$ cat config.mk
export PLATFORM = sky130hd
export DESIGN_NAME = ttac_fifo
export DESIGN_NICKNAME = d
export VERILOG_FILES = /design/src/design/ttac_pkg.sv /design/src/design/ttac_fifo.sv
export VERILOG_INCLUDE_DIRS = /design/src /design/src/design
export SDC_FILE = /design/constraint.sdc
export NUM_CORES = 1
export LEC_CHECK = 0
export BUFFER_PORTS_ARGS = -buffer_cell sky130_fd_sc_hd__buf_2
export CAP_MARGIN = 20
export CORE_ASPECT_RATIO = 1.5
export CORE_MARGIN = 2
export CORE_UTILIZATION = 50
export CTS_BUF_LIST = sky130_fd_sc_hd__clkbuf_16
export DETAILED_ROUTE_END_ITERATION = 7
export PLACE_DENSITY = 0.71
export SYNTH_ARGS = -nofsm -noshare
export SYNTH_HDL_FRONTEND = slang
export SYNTH_SLANG_ARGS = --single-unit
$ cat constraint.sdc
create_clock -name clk_i -period 4.1 [get_ports clk_i]
set_input_delay 0.205 -clock clk_i [delete_from_list [all_inputs] [get_ports clk_i]]
set_output_delay 0.205 -clock clk_i [all_outputs]
set_load 0.02 [all_outputs]
$ cat src/design/text_terminal_ansi_color_engine_defines.svh
// Assertion macros shared by the terminal engine modules.
// Every macro expects clk_i and rst_ni to be visible at the place of use.
`ifndef TEXT_TERMINAL_ANSI_COLOR_ENGINE_DEFINES_SVH
`define TEXT_TERMINAL_ANSI_COLOR_ENGINE_DEFINES_SVH

// Same-cycle implication, checked outside reset.
`define TTAC_ASSERT_IMP(name, ante, cons) \
  name: assert property (@(posedge clk_i) disable iff (!rst_ni) (ante) |-> (cons)) \
    else $error("ttac assertion failed");

// Next-cycle implication, checked outside reset.
`define TTAC_ASSERT_NXT(name, ante, cons) \
  name: assert property (@(posedge clk_i) disable iff (!rst_ni) (ante) |=> (cons)) \
    else $error("ttac assertion failed");

`endif

$ cat src/design/ttac_pkg.sv
// Package of the text terminal engine: codes, the queued command type and constants.
// Used by ttac_front, ttac_fifo, ttac_back and the top level.
package ttac_pkg;

  // Default screen size.
  localparam int RowsDef = 25;
  localparam int ColsDef = 80;

  // Cell address width, large enough for a screen of up to 64 x 128 cells.
  localparam int CellAw = 13;

  // Queue depth between front and back.
  localparam int FifoDepth = 4;

  // Configuration register indexes.
  localparam logic RegDefaultStyle  = 1'b0;
  localparam logic RegCursorVisible = 1'b1;

  // Reset values of configuration.
  localparam logic [7:0] DefaultStyleRst = 8'd15;

  // Byte codes.
  localparam logic [7:0] ChEsc   = 8'h1B;
  localparam logic [7:0] ChLf    = 8'h0A;
  localparam logic [7:0] ChCr    = 8'h0D;
  localparam logic [7:0] ChBrack = 8'h5B;
  localparam logic [7:0] ChM     = 8'h6D;
  localparam logic [7:0] ChZero  = 8'h30;
  localparam logic [7:0] ChNine  = 8'h39;
  localparam logic [7:0] ChSpace = 8'h20;

  // SGR numbers.
  localparam logic [7:0] SgrFgLo  = 8'd30;
  localparam logic [7:0] SgrFgHi  = 8'd37;
  localparam logic [7:0] SgrBgLo  = 8'd40;
  localparam logic [7:0] SgrBgHi  = 8'd47;
  localparam logic [7:0] SgrBfgLo = 8'd90;
  localparam logic [7:0] SgrBfgHi = 8'd97;
  localparam logic [7:0] SgrBfgOf = 8'd82;
  localparam logic [7:0] SgrBbgLo = 8'd100;
  localparam logic [7:0] SgrBbgHi = 8'd107;
  localparam logic [7:0] SgrBbgOf = 8'd92;

  typedef enum logic [2:0] {
    FN_PUT    = 3'd0,
    FN_READ   = 3'd1,
    FN_CURSOR = 3'd2,
    FN_STYLE  = 3'd3,
    FN_CLEAR  = 3'd4,
    FN_SCROLL = 3'd5
  } func_e;

  typedef enum logic [1:0] {
    PH_TEXT  = 2'd0,
    PH_ESC   = 2'd1,
    PH_DIGIT = 2'd2
  } phase_e;

  typedef enum logic [1:0] {
    CMD_NONE  = 2'd0,
    CMD_WRITE = 2'd1,
    CMD_READ  = 2'd2
  } cmd_kind_e;

  typedef enum logic {
    BE_RUN  = 1'b0,
    BE_FILL = 1'b1
  } back_state_e;

  // One queued command with the status the result reports.
  typedef struct packed {
    cmd_kind_e          kind;
    logic               fill;
    logic               swap;
    logic [CellAw-1:0]  base;
    logic [6:0]         col;
    logic [7:0]         ch;
    logic [7:0]         st;
    logic [4:0]         cur_row;
    logic [6:0]         cur_col;
    logic [7:0]         style;
  } cmd_t;

endpackage

$ cat src/design/ttac_fifo.sv
// Short command queue between the front and back of the terminal engine.
// Depends on ttac_pkg for the command type and depth.
`include "text_terminal_ansi_color_engine_defines.svh"
module ttac_fifo (
  input  logic           clk_i,
  input  logic           rst_ni,
  input  logic           push_i,
  input  ttac_pkg::cmd_t data_i,
  input  logic           pop_i,
  output ttac_pkg::cmd_t head_o,
  output logic           empty_o,
  output logic           full_o
);

  localparam int Aw = $clog2(ttac_pkg::FifoDepth);

  ttac_pkg::cmd_t mem_q [ttac_pkg::FifoDepth];
  logic [Aw-1:0]  wr_q, rd_q;
  logic [Aw:0]    cnt_q, cnt_d;

  assign empty_o = (cnt_q == '0);
  assign full_o  = (cnt_q == (Aw+1)'(ttac_pkg::FifoDepth));
  assign head_o  = mem_q[rd_q];

  // Entry storage.
  always_ff @(posedge clk_i) begin
    if (push_i) mem_q[wr_q] <= data_i;
  end

  // Pointers and fill count.
  always_comb begin
    cnt_d = cnt_q;
    if (push_i && !pop_i) cnt_d = cnt_q + (Aw+1)'(1);
    else if (!push_i && pop_i) cnt_d = cnt_q - (Aw+1)'(1);
  end

  always_ff @(posedge clk_i or negedge rst_ni) begin
    if (!rst_ni) begin
      wr_q  <= '0;
      rd_q  <= '0;
      cnt_q <= '0;
    end else begin
      if (push_i) wr_q <= wr_q + Aw'(1);
      if (pop_i) rd_q <= rd_q + Aw'(1);
      cnt_q <= cnt_d;
    end
  end

  // The count tracks the pointer distance and never exceeds the depth.
  `TTAC_ASSERT_IMP(a_cnt_range, 1'b1, cnt_q <= (Aw+1)'(ttac_pkg::FifoDepth))
  `TTAC_ASSERT_IMP(a_no_pop_empty, empty_o, !pop_i)
  `TTAC_ASSERT_IMP(a_no_push_full, full_o, !push_i)

endmodule

* Word level (Yosys, flattened, before mapping)
Memories as Yosys holds them, arrays and structs flattened.
Cells that the tools add are included.
** Cells by class
- Equality and inequality tests :: 1
- Muxes and demuxes :: 4
- Reduce and logical (&&, ||, !) cells :: 6
- Add/subtract/negate cells :: 4
** Operators with widths (count)
- $mux W3 :: 2
- $add A2 B1 Y2 const B :: 2
- $add A3 B1 Y3 const B :: 1
- $eq A3 B3 Y1 const B :: 1
- $logic_not A3 Y1 :: 1
- $sub A3 B1 Y3 const B :: 1
- $logic_and A1 B1 Y1 :: 2
- $logic_not A1 Y1 :: 2
- $mux W1 :: 2
- $reduce_bool A2 Y1 :: 1
** Word-level totals
- Output and inout bits :: 62
- Bits of input ports :: 64
- Bits in writable memories :: 240
- Logic and storage cells :: 19
- Memories :: 1
- Bits in registers :: 7
** Memory list
- mem_q :: depth 4, width 60, rd ports 1, clocked after memory_dff 0, write ports 1, line ttac_fifo.sv:17 : ttac_pkg::cmd_t mem_q [ttac_pkg::FifoDepth];

* Longest topological paths before layout
- Word-level depth :: 4
- Mapped depth :: 7
- Gate-level depth less buffers :: 7

* Least setup slack after synthesis
Ideal clock, no wire load.
- Kind :: reg2reg
- From :: register wr_q[0]
- To :: memory mem_q[2][0] (netlist name), enable pin
- Arrival time :: 2.031 ns
- Clock period less this slack :: 2.455 ns
- Cell stages (with the launch flop) :: 4
- Buffers on the path :: 0
- Setup time :: 0.424 ns
- Slack :: 1.645 ns
- Data required time :: 3.676 ns
- Path through :: dfrtp_1 -> inv_1 -> ha_1 -> and2_1
** RTL lines
- start: declaration :: line ttac_fifo.sv:18 : logic [Aw-1:0] wr_q, rd_q;
- start signal: assignment :: line ttac_fifo.sv:43 : if (push_i) wr_q <= wr_q + Aw'(1);
- end: declaration :: line ttac_fifo.sv:17
Straight into the memory's write port.

==> flow_summary_export.csv <==
group,metric,value,unit
synthesis,synthFlopType,"edfxtp_1",
placement,place_congestion,0.7039,
final_layout,final_nets,620,
global_route,gr-usage-met3,2.964,%
power_and_ir_drop,seq_power_share,46.0,%
global_route,grt.total_usage,16.70,%
timing,tns,0,ns
power_and_ir_drop,p_int,5.351,mW
critical_path,reg2reg_from,"wr_q[1]",
power_and_ir_drop,p_switching,2.416,mW
synthesis,syn_nets,418,
timing,slew_headroom,36.30,%
timing,fmax,0.3685,GHz
timing,rsz0062_at_grt,"no",
route,wl_per_cell,20.14,microns
route,drt-initial-drc-count,228,
synthesis,synthArstFlopShare,2.834,%
floorplan,io_pins,126,
synthesis,postSynthAreaPerCell,26.21,sq um
floorplan,start_util,50.84,%
synthesis,synth-edff-count,240,
clock_network,htreeDepth,1,
clock_network,clock_sinks,247,
critical_path,startpoint_type,"flop",
route,drt-total-wl,15790,microns
critical_path,worstSetupEndpoint,"head_o[18]",
final_layout,area_growth_syn_to_layout,22.72,%
route,vias,4181,
global_route,grt_overflow,0,
clock_network,cts_buffers,22,
clock_network,cts.clk_slew.worst_paths,0.06,ns
critical_path,crit_start,"rd_q[1]",
synthesis,synthTopCellsByArea,"edfxtp_1, mux4_2, dfrtp_1",
global_route,met1_usage,19.91,%
final_layout,drive_gt1_share,39.22,%
power_and_ir_drop,swShare,31.11,%
clock_network,cts_root_buf,"clkbuf_16",
global_route,busiest_layer,"met2",
clock_network,cts_setup_buffers,0,
timing,drv_slew,0,
run,maxCapViolCount,0,
route,routed_via_density,5.333,
synthesis,syn_area,9121,sq um
critical_path,cp.arrival,2.51,ns
placement,place_hpwl,8950,microns
power_and_ir_drop,power_frac_clock,23.7,%
synthesis,synth_cells,348,
critical_path,ff2ff_path_depth,3,
placement,io_buffers,125,
clock_network,cts_buffer_depth,3,
synthesis,synth_top_area_cell,"edfxtp_1",
timing,hold_violations,0,
final_layout,nFillCells,1229,
critical_path,r2r-end,"mem_q[1][24]",
power_and_ir_drop,powerDensity,693.9,nW/um^2
timing,fin_skew,0.007056,ns
power_and_ir_drop,power.leakage,3.910,nW
synthesis,synth_cell_types,20,
critical_path,worstPathRequired,3.89,ns
floorplan,row_count,60,
global_route,grt_max_degree,61,
synthesis,synth_warnings,0,
critical_path,crit_fanout,32,
timing,min_period,2.713,ns
route,ant_nets,0,
floorplan,dieArea,19360,sq um
timing,worst_slew_pin_slew,0.9555,ns
timing,fin_crit_sh,66.18,%
synthesis,ys_seq_area_share,80.93,%
timing,setup_viol,0,
synthesis,ys_ff_latch,247,
floorplan,core,17940,sq um
route,drc,0,
clock_network,insertion_delay,0.49,ns
global_route,grt_antenna_before_repair,1,
timing,holdWs,0.08818,ns
floorplan,dieWidth,114.3,microns
hold_path,holdCritPathClass,"in -> async",
route,firstDrtPassIters,4,
critical_path,critical_path_class,"reg -> out",
run_status,status,"finished clean",
synthesis,yosys-top-cells-count,"edfxtp_1, mux4_2, dfrtp_1",
global_route,grt_pass1_wl,24490,microns
floorplan,die_h,169.4,microns
critical_path,rrSetupSlack,2.26,ns
clock_network,cts_tree,"yes",
synthesis,synth_most_common_cell,"edfxtp_1",
global_route,grt_util_met2,30.15,%
power_and_ir_drop,ir_drop,0.5062,mV
global_route,grt_pass1_vias,4664,
critical_path,endpoint_kind,"output pin",
power_and_ir_drop,pwr-share-comb,30.3,%
clock_network,post_cts_resized,0,
synthesis,synth_top_area_share,79.01,%
## how the worst min path moves through the flow
stage,startpoint,to,slack (ns),cells after the start
6_report,rst_ni,rd_q[0],0.09,2
5_1_grt,rst_ni,rd_q[0],0.09,2
4_1_cts,rst_ni,rd_q[0],0.05,2
3_5_place_dp,rst_ni,cnt_q[0],0.05,1
3_3_place_gp,rst_ni,cnt_q[1],0.04,1
2_1_floorplan,rst_ni,cnt_q[0],-0.09,0
## power groups by stage
stage	Clock (mW)	Combinational [mW]	Sequential [mW]
final	1.84	2.36	3.57
after global routing	1.98	2.51	3.63
after CTS	1.89	2.31	3.67
after detailed placement	0	2.25	3.72
after global placement	0	2.22	3.68
after floorplan	0	1.87	3.45
## area by class of cell
class	count	area (sq um)	area share [%]
Timing Repair Buffer	192	1299	11.60
Antenna cell	1	2.502	0.02236
Inverter	4	15.01	0.1341
Clock inverter	17	73.82	0.6595
Multi-Input combinational cell	83	1569	14.02
Tap cell	217	271.5	2.426
Clock buffer	23	575.6	5.142
Sequential cell	247	7387	66.00
## metrics by stage
step | cell area [sq um] | cells | power (mW) | util [%] | setup slack, ns
floorplan | 9121 | 348 | 5.328 | - | 1.645
global placement | 9891 | 679 | 5.908 | 55.13 | 1.695
detailed placement | 9891 | 679 | 5.976 | 55.13 | 1.663
CTS | 11170 | 782 | 7.863 | 62.26 | 1.121
global route | 11190 | 783 | 8.116 | 62.37 | 1.249
finish | 11190 | 784 | 7.768 | 62.38 | 1.387
## per-layer routing
metal / vias to the layer above / part of all wire, %
met1: 2152 / 38
met5: - / 0
met2: 111 / 55
li1: 1891 / -
met3: 27 / 5.0
met4: 0 / 2.5
## sequential cells by signal (all words and copies together) (netlist names)
register	cells
rd_q	2
mem_q	240
cnt_q	3
wr_q	2
## cell families after synthesis
family	count (synthesis)	share of synthesized area, %
compound gates	1	0.05482
fa+ha+maj	6	0.9054
flops	247	80.93
xor+xnor	6	0.5761
mux	61	15.02
buf+inv	18	1.975
simple gates	9	0.5349
## critical path: stages, from the launching register on
cell and delay [ns]:
dfrtp_2 0.87, buf_4 0.53, mux4_2 0.41, buf_2 0.18
## cell usage in the layout (no fill, tap or decap), types with 5 or more instances in the layout
master	count
mux4_2	58
edfxtp_1	240
buf_2	125
clkinv_1	8
ha_1	5
dlygate4sd3_1	63
dfrtp_1	5
inv_1	8
clkbuf_16	23
## repair_timing
| action | CTS | global route |
|---|---|---|
| hold buffers | 63 | 0 |
| setup endpoints to repair | 0 | 0 |
| endpoints found under the hold margin | 250 | 0 |
No activity file was read; power rests on OpenSTA's default activity.
