`config.mk`:
```
export PLATFORM = sky130hd
export DESIGN_NAME = ttac_front
export DESIGN_NICKNAME = d
export VERILOG_FILES = /design/src/design/text_terminal_ansi_color_engine_defines.svh /design/src/design/ttac_pkg.sv /design/src/design/ttac_front.sv
export SDC_FILE = /design/constraint.sdc
export NUM_CORES = 1
export LEC_CHECK = 0
export BUFFER_PORTS_ARGS = -buffer_cell sky130_fd_sc_hd__buf_2
export CAP_MARGIN = 10
export CORE_MARGIN = 2
export CORE_UTILIZATION = 60
export CTS_BUF_LIST = sky130_fd_sc_hd__clkbuf_16
export DETAILED_ROUTE_END_ITERATION = 10
export PLACE_DENSITY = 0.94
export SYNTH_ARGS = -nofsm -noshare
export SYNTH_HDL_FRONTEND = slang
export SYNTH_SLANG_ARGS = --single-unit
```
`constraint.sdc`:
```
create_clock -name clk_i -period 4.75 [get_ports clk_i]
set_clock_uncertainty 0.15 [all_clocks]
set_input_delay 0.2375 -clock clk_i [delete_from_list [all_inputs] [get_ports clk_i]]
set_output_delay 0.2375 -clock clk_i [all_outputs]
set_load 0.02 [all_outputs]
```
`src/design/text_terminal_ansi_color_engine_defines.svh`:
```
// Assertion macros shared by the terminal engine modules.
// Every macro expects clk_i and rst_ni to be visible at the place of use.
`ifndef TEXT_TERMINAL_ANSI_COLOR_ENGINE_DEFINES_SVH
`define TEXT_TERMINAL_ANSI_COLOR_ENGINE_DEFINES_SVH

// Same-cycle implication, checked outside reset.
`define TTAC_ASSERT_IMP(name, ante, cons) \
  name: assert property (@(posedge clk_i) disable iff (!rst_ni) (ante) |-> (cons)) \
    else $error("ttac assertion failed");

// Next-cycle implication, checked outside reset.
`define TTAC_ASSERT_NXT(name, ante, cons) \
  name: assert property (@(posedge clk_i) disable iff (!rst_ni) (ante) |=> (cons)) \
    else $error("ttac assertion failed");

`endif

```
`src/design/ttac_pkg.sv`:
```
// Package of the text terminal engine: codes, the queued command type and constants.
// Used by ttac_front, ttac_fifo, ttac_back and the top level.
package ttac_pkg;

  // Default screen size.
  localparam int RowsDef = 25;
  localparam int ColsDef = 80;

  // Cell address width, large enough for a screen of up to 64 x 128 cells.
  localparam int CellAw = 13;

  // Queue depth between front and back.
  localparam int FifoDepth = 4;

  // Configuration register indexes.
  localparam logic RegDefaultStyle  = 1'b0;
  localparam logic RegCursorVisible = 1'b1;

  // Reset values of configuration.
  localparam logic [7:0] DefaultStyleRst = 8'd15;

  // Byte codes.
  localparam logic [7:0] ChEsc   = 8'h1B;
  localparam logic [7:0] ChLf    = 8'h0A;
  localparam logic [7:0] ChCr    = 8'h0D;
  localparam logic [7:0] ChBrack = 8'h5B;
  localparam logic [7:0] ChM     = 8'h6D;
  localparam logic [7:0] ChZero  = 8'h30;
  localparam logic [7:0] ChNine  = 8'h39;
  localparam logic [7:0] ChSpace = 8'h20;

  // SGR numbers.
  localparam logic [7:0] SgrFgLo  = 8'd30;
  localparam logic [7:0] SgrFgHi  = 8'd37;
  localparam logic [7:0] SgrBgLo  = 8'd40;
  localparam logic [7:0] SgrBgHi  = 8'd47;
  localparam logic [7:0] SgrBfgLo = 8'd90;
  localparam logic [7:0] SgrBfgHi = 8'd97;
  localparam logic [7:0] SgrBfgOf = 8'd82;
  localparam logic [7:0] SgrBbgLo = 8'd100;
  localparam logic [7:0] SgrBbgHi = 8'd107;
  localparam logic [7:0] SgrBbgOf = 8'd92;

  typedef enum logic [2:0] {
    FN_PUT    = 3'd0,
    FN_READ   = 3'd1,
    FN_CURSOR = 3'd2,
    FN_STYLE  = 3'd3,
    FN_CLEAR  = 3'd4,
    FN_SCROLL = 3'd5
  } func_e;

  typedef enum logic [1:0] {
    PH_TEXT  = 2'd0,
    PH_ESC   = 2'd1,
    PH_DIGIT = 2'd2
  } phase_e;

  typedef enum logic [1:0] {
    CMD_NONE  = 2'd0,
    CMD_WRITE = 2'd1,
    CMD_READ  = 2'd2
  } cmd_kind_e;

  typedef enum logic {
    BE_RUN  = 1'b0,
    BE_FILL = 1'b1
  } back_state_e;

  // One queued command with the status the result reports.
  typedef struct packed {
    cmd_kind_e          kind;
    logic               fill;
    logic               swap;
    logic [CellAw-1:0]  base;
    logic [6:0]         col;
    logic [7:0]         ch;
    logic [7:0]         st;
    logic [4:0]         cur_row;
    logic [6:0]         cur_col;
    logic [7:0]         style;
  } cmd_t;

endpackage

```
`src/design/ttac_front.sv`:
```
// Front end of the terminal engine: parser, cursor, style, scroll and row flags.
// Depends on ttac_pkg; emits one ttac_pkg::cmd_t per accepted item.
module ttac_front #(
  parameter int Rows = ttac_pkg::RowsDef,
  parameter int Cols = ttac_pkg::ColsDef
) (
  input  logic             clk_i,
  input  logic             rst_ni,
  input  logic             accept_i,
  input  logic [2:0]       func_i,
  input  logic [7:0]       data_byte_i,
  input  logic [4:0]       row_sel_i,
  input  logic [6:0]       col_sel_i,
  input  logic [7:0]       style_in_i,
  input  logic [7:0]       default_style_i,
  input  logic             cursor_visible_i,
  output ttac_pkg::cmd_t   cmd_o
);

  localparam int Rw = $clog2(Rows);
  localparam int Cw = $clog2(Cols);

  logic [Rw-1:0]    row_q, row_d;
  logic [Cw-1:0]    col_q, col_d;
  logic [Rw-1:0]    top_q, top_d;
  logic [7:0]       style_q, style_d;
  ttac_pkg::phase_e phase_q, phase_d;
  logic [7:0]       total_q, total_d;
  logic [Rows-1:0]  blank_q, blank_d;

  // Physical row of a logical row.
  function automatic logic [Rw-1:0] phys(input logic [Rw-1:0] top, input logic [Rw-1:0] r);
    logic [Rw:0] s;
    s = {1'b0, top} + {1'b0, r};
    if (s >= (Rw+1)'(Rows)) s = s - (Rw+1)'(Rows);
    return s[Rw-1:0];
  endfunction

  // State registers.
  always_ff @(posedge clk_i or negedge rst_ni) begin
    if (!rst_ni) begin
      row_q   <= '0;
      col_q   <= '0;
      top_q   <= '0;
      style_q <= ttac_pkg::DefaultStyleRst;
      phase_q <= ttac_pkg::PH_TEXT;
      total_q <= '0;
      blank_q <= '1;
    end else if (accept_i) begin
      row_q   <= row_d;
      col_q   <= col_d;
      top_q   <= top_d;
      style_q <= style_d;
      phase_q <= phase_d;
      total_q <= total_d;
      blank_q <= blank_d;
    end
  end

  // Operation decode and state update for the item at the input.
  always_comb begin
    logic [Rw-1:0] rs;
    logic [Cw-1:0] cs;
    logic [Rw-1:0] pr;
    logic [Cw:0]   ncol;
    logic          plain;
    logic          nl;
    logic [7:0]    b;
    logic [7:0]    n;
    row_d   = row_q;
    col_d   = col_q;
    top_d   = top_q;
    style_d = style_q;
    phase_d = phase_q;
    total_d = total_q;
    blank_d = blank_q;
    plain   = 1'b0;
    nl      = 1'b0;
    b       = data_byte_i;
    n       = total_q;
    ncol    = '0;
    cmd_o   = '0;
    cmd_o.kind = ttac_pkg::CMD_NONE;
    rs = (row_sel_i > (Rows - 1)) ? Rw'(Rows - 1) : Rw'(row_sel_i);
    cs = (col_sel_i > (Cols - 1)) ? Cw'(Cols - 1) : Cw'(col_sel_i);
    pr = phys(top_q, row_q);

    case (func_i)
      ttac_pkg::FN_PUT: begin
        // Escape parser.
        case (phase_q)
          ttac_pkg::PH_ESC: begin
            if (b == ttac_pkg::ChBrack) begin
              phase_d = ttac_pkg::PH_DIGIT;
              total_d = '0;
            end else begin
              phase_d = ttac_pkg::PH_TEXT;
              plain   = 1'b1;
            end
          end
          ttac_pkg::PH_DIGIT: begin
            if (b inside {[ttac_pkg::ChZero:ttac_pkg::ChNine]}) begin
              total_d = 8'(total_q * 8'd10 + {4'd0, b[3:0]});
            end else begin
              phase_d = ttac_pkg::PH_TEXT;
              if (b == ttac_pkg::ChM) begin
                if (n == 8'd0) begin
                  style_d = default_style_i;
                end else if (n inside {[ttac_pkg::SgrFgLo:ttac_pkg::SgrFgHi]}) begin
                  style_d = {style_q[7:4], 4'(n - ttac_pkg::SgrFgLo)};
                end else if (n inside {[ttac_pkg::SgrBgLo:ttac_pkg::SgrBgHi]}) begin
                  style_d = {4'(n - ttac_pkg::SgrBgLo), style_q[3:0]};
                end else if (n inside {[ttac_pkg::SgrBfgLo:ttac_pkg::SgrBfgHi]}) begin
                  style_d = {style_q[7:4], 4'(n - ttac_pkg::SgrBfgOf)};
                end else if (n inside {[ttac_pkg::SgrBbgLo:ttac_pkg::SgrBbgHi]}) begin
                  style_d = {4'(n - ttac_pkg::SgrBbgOf), style_q[3:0]};
                end
              end else begin
                plain = 1'b1;
              end
            end
          end
          default: begin
            phase_d = ttac_pkg::PH_TEXT;
            plain   = 1'b1;
          end
        endcase

        // Ordinary byte handling.
        if (plain) begin
          if (b == ttac_pkg::ChEsc) begin
            phase_d = ttac_pkg::PH_ESC;
          end else if (b == ttac_pkg::ChLf) begin
            nl = 1'b1;
          end else if (b == ttac_pkg::ChCr) begin
            col_d = '0;
          end else begin
            cmd_o.kind = ttac_pkg::CMD_WRITE;
            cmd_o.fill = blank_q[pr];
            cmd_o.base = ttac_pkg::CellAw'(ttac_pkg::CellAw'(pr) * ttac_pkg::CellAw'(Cols));
            cmd_o.col  = 7'(col_q);
            cmd_o.ch   = b;
            cmd_o.st   = style_q;
            blank_d[pr] = 1'b0;
            ncol = {1'b0, col_q} + (Cw+1)'(1);
            if (ncol >= (Cw+1)'(Cols)) nl = 1'b1;
            else col_d = ncol[Cw-1:0];
          end
        end

        // Line feed, with scroll at the bottom.
        if (nl) begin
          col_d = '0;
          if (row_q >= Rw'(Rows - 1)) begin
            blank_d[top_q] = 1'b1;
            top_d = phys(top_q, Rw'(1));
          end else begin
            row_d = row_q + Rw'(1);
          end
        end
      end
      ttac_pkg::FN_READ: begin
        pr = phys(top_q, rs);
        cmd_o.swap = cursor_visible_i && (rs == row_q) && (cs == col_q);
        cmd_o.base = ttac_pkg::CellAw'(ttac_pkg::CellAw'(pr) * ttac_pkg::CellAw'(Cols));
        cmd_o.col  = 7'(cs);
        if (blank_q[pr]) begin
          cmd_o.ch = ttac_pkg::ChSpace;
          cmd_o.st = default_style_i;
        end else begin
          cmd_o.kind = ttac_pkg::CMD_READ;
        end
      end
      ttac_pkg::FN_CURSOR: begin
        row_d = rs;
        col_d = cs;
      end
      ttac_pkg::FN_STYLE: begin
        style_d = style_in_i;
      end
      ttac_pkg::FN_CLEAR: begin
        blank_d = '1;
      end
      ttac_pkg::FN_SCROLL: begin
        blank_d[top_q] = 1'b1;
        top_d = phys(top_q, Rw'(1));
      end
      default: begin
      end
    endcase

    cmd_o.cur_row = 5'(row_d);
    cmd_o.cur_col = 7'(col_d);
    cmd_o.style   = style_d;
  end

endmodule

```
# Yosys cells after proc, flatten, opt, wreduce, memory -nomap -nowiden
# Index checks and enable logic that the tools add are counted.
word_totals:
  regBits: 60
  word_cells: 162
  ram_bits: 0
  mem_count: 0
  rom_bits: 0
  latch_bits: 0
  input_bits: 43
op_classes:
  eq_ne: 18
  bitwise_logic: 4
  n_addsub: 13
  div: 0
  multipliers: 3
  muxes: 77
  n_reduce_logical: 18
  order_cmp: 22
  shift: 0
op_table:
  columns: ["cell", "count"]
  rows:
  - ["25-bit two-way mux", 7]
  - ["35-bit two-way mux", 4]
  - ["8-bit two-way mux", 10]
  - ["25-bit one-hot mux with 3 select lines", 1]
  - ["36-bit one-hot mux with 2 select lines", 1]
  - ["25-bit OR", 2]
  - ["7-bit two-way mux", 7]
  - ["5-bit two-way mux", 9]
  - ["8-bit one-hot mux with 2 select lines", 2]
  - ["25-bit AND", 1]
  - ["25-bit NOT", 1]
  - ["8-bit by 7-bit >= comparator with 1-bit output (second input constant)", 3]
  - ["8-bit by 6-bit less-or-equal comparator with 1-bit output (second input constant)", 3]
  - ["5-bit one-hot mux with 2 select lines", 2]
  - ["6-bit by 5-bit >= comparator with 1-bit output (second input constant)", 3]
  - ["5-bit by 6-bit < comparator with 1-bit output (second input constant)", 3]
  - ["2-bit two-way mux", 9]
  - ["8-bit by 4-bit == test with 1-bit output (second input constant)", 2]
  - ["8-bit by 7-bit == test with 1-bit output (second input constant)", 2]
  - ["8-bit by 6-bit >= comparator with 1-bit output (second input constant)", 2]
  - ["8-bit by 7-bit less-or-equal comparator with 1-bit output (second input constant)", 2]
  - ["5-bit by 3-bit multiplier with 8-bit output (second input constant)", 2]
  - ["1-bit two-way mux", 16]
  - ["5-bit subtractor (second input constant)", 3]
  - ["other kinds (36)", 58]

# Depth between registers and ports, before layout
depth:
  depth_word: 18
  ltp_mapped: 19
  ltp_nobuf: 17

# Least setup slack after synthesis
# OpenSTA, ideal clock, no wires.
synth_path:
  kind: "input -> output"
  start: "input port row_sel_i[3]"
  end: "output port cmd_o[52] in the netlist's numbering"
  n_path_buf: 4
  t_arrival_ns: 4.193
  slack_ns: 0.170
  path_stages: 18
  path_cell_list: "buf_6 nand2_1 and2_1 ha_1 clkbuf_1 clkbuf_8 inv_1 ha_1 inv_1 or3_4 a31oi_4 buf_6 mux2_2 ha_1 ha_1 fa_1 xnor2_1 o22ai_1"
synth_rtl:
  columns: ["item", "line", "rtl"]
  rows:
  - ["start, declared", "ttac_front.sv:12", "input logic [4:0] row_sel_i,"]
  - ["end, declared", "ttac_front.sv:17", "output ttac_pkg::cmd_t cmd_o"]

==> results.md <==
- DR WL/cell: a little under 20 um
- I/O pin count: 103
- CTS root buf: clkbuf_16
- Area Overhead vs Synth: 12.8%
- Ys flop type: dfrtp_1
- Reg clk slew, reported paths: 0.05 ns
- Vias in the first global route: 7,355
- Reg2Reg Depth: 11
- CP Class: reg2out
- Final ANT Viol Nets: 0
- CTS tree: yes
- Endpoint class of the critical path: output pin
- Worst hold path class: in2reg
- Period utilisation layout: 97.3%
- Library cells used by synthesis: 86
- Peak supply drop: around 0.47 mV
- Die X: 116 um
- Post-synth EDFFs: 0
- Residual DRC: 0
- Final Hold Violating Endpoints: 0
- Final nets: between 1,000 and 1,500
- Num CTS Buffers: 9
- Setup violations, final: 0
- Gr usage total: about 34%
- Yosys warns: 0
- Initial Util: slightly above 60%
- DP HPWL: about 16,000 um
- GP Congestion: 0.949
- CP arrival: 4.23 ns
- Ant diodes: 0
- Number of antenna violations at the first check in global routing: 0
- Rows: 40
- Clock sinks: 60
- CTS max path bufs: 2
- LEAKAGE: around 3.7 nW
- Critical Path Source Type: flip-flop
- Syn_area_per_cell: 8.01 sq um
- CP Max Fanout: 18
- Die Height: 116 um
- Synth Register Bits: 60
- Critical path required time: roughly 4.4 ns
- Worst slew margin: 31.0%
- Port Buffer Count: 97
- First-pass GRT wire length: 36,300 um
- Top cell type by total area after synthesis: dfrtp_1
- TritonRoute pass-1 iters: 8
- Post-Syn Area: between 7000 and 8000 sq um
- Proportion of layout cells with a drive suffix above 1: 23.2%
- Die ar.: 13,500 sq um
- Via count: 8,046
- Fin. max-slew vios: 0
- Minimum clock period: between 4 and 5 ns
- Setup slack after layout: ~0.13 ns
- FILL cells: just over 900
- Synth top area share: about a tenth
- Met3 Usage GRT: 7.11%
- Power per cell area: 686 nW/um^2
- Final Core Density: 70.0%
- Synthesized instance count: 942
- Dpl cell area: 8070 sq um
- Cell count of the worst hold path: 2
- Status: finished, final reports clean
- Starting DRC count in detailed routing: 1,089
- Overflow after GRT: 0
- Clock Latency Late Sink: 0.34 ns
- Fmax: 216 MHz
- Pre-CTS setup slack: 0.128 ns
- Met1 Resource Use GR: 42.8%
- H-tree Lvls: 3
- Post-route cell area: 8510 sq um
- Post-Route WL: about 23,000 um
- GRT Max-Usage Layer: met2
- Met2 GRT Util: 55.2%
- Largest net degree at the start of global routing: 61
- Worst-margin pin slew: approximately 1.0 ns
- Asr flop ratio synth: 100%
- Synth top area cells: dfrtp_1 (10%), dfstp_2 (10%), ha_1 (7.8%)
- Core area: 12,200 sq um
- Seq/Total Area, Yosys: approximately a fifth
- Max_cap viols: 0
- Vias per inst: roughly 6.8
-- logic make-up (layout without fill, tap and decap cells) --
| family | Yosys count | count (layout) | share of synthesized area (%) |
|---|---|---|---|
| simple gates | 323 | 323 | 20.9 |
| compound gates | 313 | 313 | 28.5 |
| buf+inv | 95 | 172 | 5.80 |
| flops | 60 | 60 | 20.4 |
| mux | 54 | 54 | 10.1 |
| fa+ha+maj | 53 | 53 | 9.27 |
| xor+xnor | 43 | 43 | 4.99 |
| other cells | 1 | 5 | 0.0497 |
-- per-layer routing --
metal,share of wire [%],routed length (um)
met5,0,0
met4,4.1,928
met3,10,2390
met2,47,10700
met1,39,8860
-- metrics by stage --
step	power (mW)	std cells	hold WS, ns	setup TNS [ns]
after floorplan	3.89	946	-0.208	0
after global placement	4.74	1166	0.285	0
after detailed placement	4.90	1166	0.289	0
after CTS	5.62	1184	0.0699	0
after global routing	6.20	1191	0.0844	-0.122
final	5.84	1191	0.0833	0
-- cell type report --
class                   count  area (sq um)  share of cell area (%)
clock buffers              10           250                    2.94
well taps                 168           210                    2.47
multi-input cells         791          5610                    65.9
inverters                  32           124                    1.46
clock inverters             6          62.6                   0.735
flip-flops and latches     60          1540                    18.1
repair buffers            124           712                    8.37
-- registers in the layout, indices dropped and copies added (netlist names) --
signal	cells
col_q	7
blank_q	25
total_q	8
top_q	5
phase_q	2
row_q	5
style_q	8
-- cells in the mapped netlist (20+ instances only) --
cell / count
nand2_1: 97
nor2_1: 82
o21ai_0: 77
a21oi_1: 59
ha_1: 47
clkbuf_1: 46
a22o_1: 33
inv_1: 32
dfrtp_1: 31
xnor2_1: 30
dfstp_2: 29
nand3_1: 27
o31ai_1: 26
and2_1: 22
mux2i_1: 20
-- power breakdown --
group | internal [mW] | leakage, nW | switching (mW) | total (mW)
clock network | 0.435 | 0.151 | 0.246 | 0.682
logic | 1.74 | 2.81 | 2.57 | 4.31
registers | 0.655 | 0.696 | 0.189 | 0.844
-- worst max-delay path, stage by stage, from the launching register on --
cell and delay [ns]:
dfrtp_2 0.44, ha_1 0.23, inv_1 0.09, fa_1 0.46
buf_6 0.19, ha_1 0.18, o211a_1 0.28, a21o_1 0.22
buf_4 0.19, nand2_1 0.11, o21ai_1 0.12, ha_1 0.31
ha_1 0.22, fa_1 0.40, a21oi_1 0.17, o32ai_1 0.09
buf_2 0.18
-- repair_timing --
item,4_1_cts,5_1_grt
pin swaps,1,0
endpoints found under the setup margin,10,14
hold endpoints to repair,31,0
hold buffers,1,0
setup buffers,1,7
gates resized for setup,1,12
-- final timing paths --
check | endpoint | from | slack, ns
worst max register to register | blank_q[6]$_DFFE_PN1P_ | col_q[1]$_DFFE_PN0P_ | 0.86
worst max-delay path | cmd_o[54] | row_q[0]$_DFFE_PN0P_ | 0.13
worst min-delay path | total_q[0]$_DFFE_PN0P_ | data_byte_i[0] | 0.08
max in group asynchronous | top_q[1]$_DFFE_PN0P_ | rst_ni | 3.42
worst min register to register | blank_q[24]$_DFFE_PN1P_ | blank_q[24]$_DFFE_PN1P_ | 0.37
min in group asynchronous | style_q[7]$_DFFE_PN0P_ | rst_ni | 0.45
-- cells in the final DEF, fill, tap and decap left out, types with 29 or more instances in the layout --
master / n
buf_2: 95
ha_1: 46
o21ai_0: 76
inv_1: 32
a22o_1: 33
a21oi_1: 59
dfstp_2: 29
xnor2_1: 29
nor2_1: 82
nand2_1: 97
(Power assumes the default switching activity.)
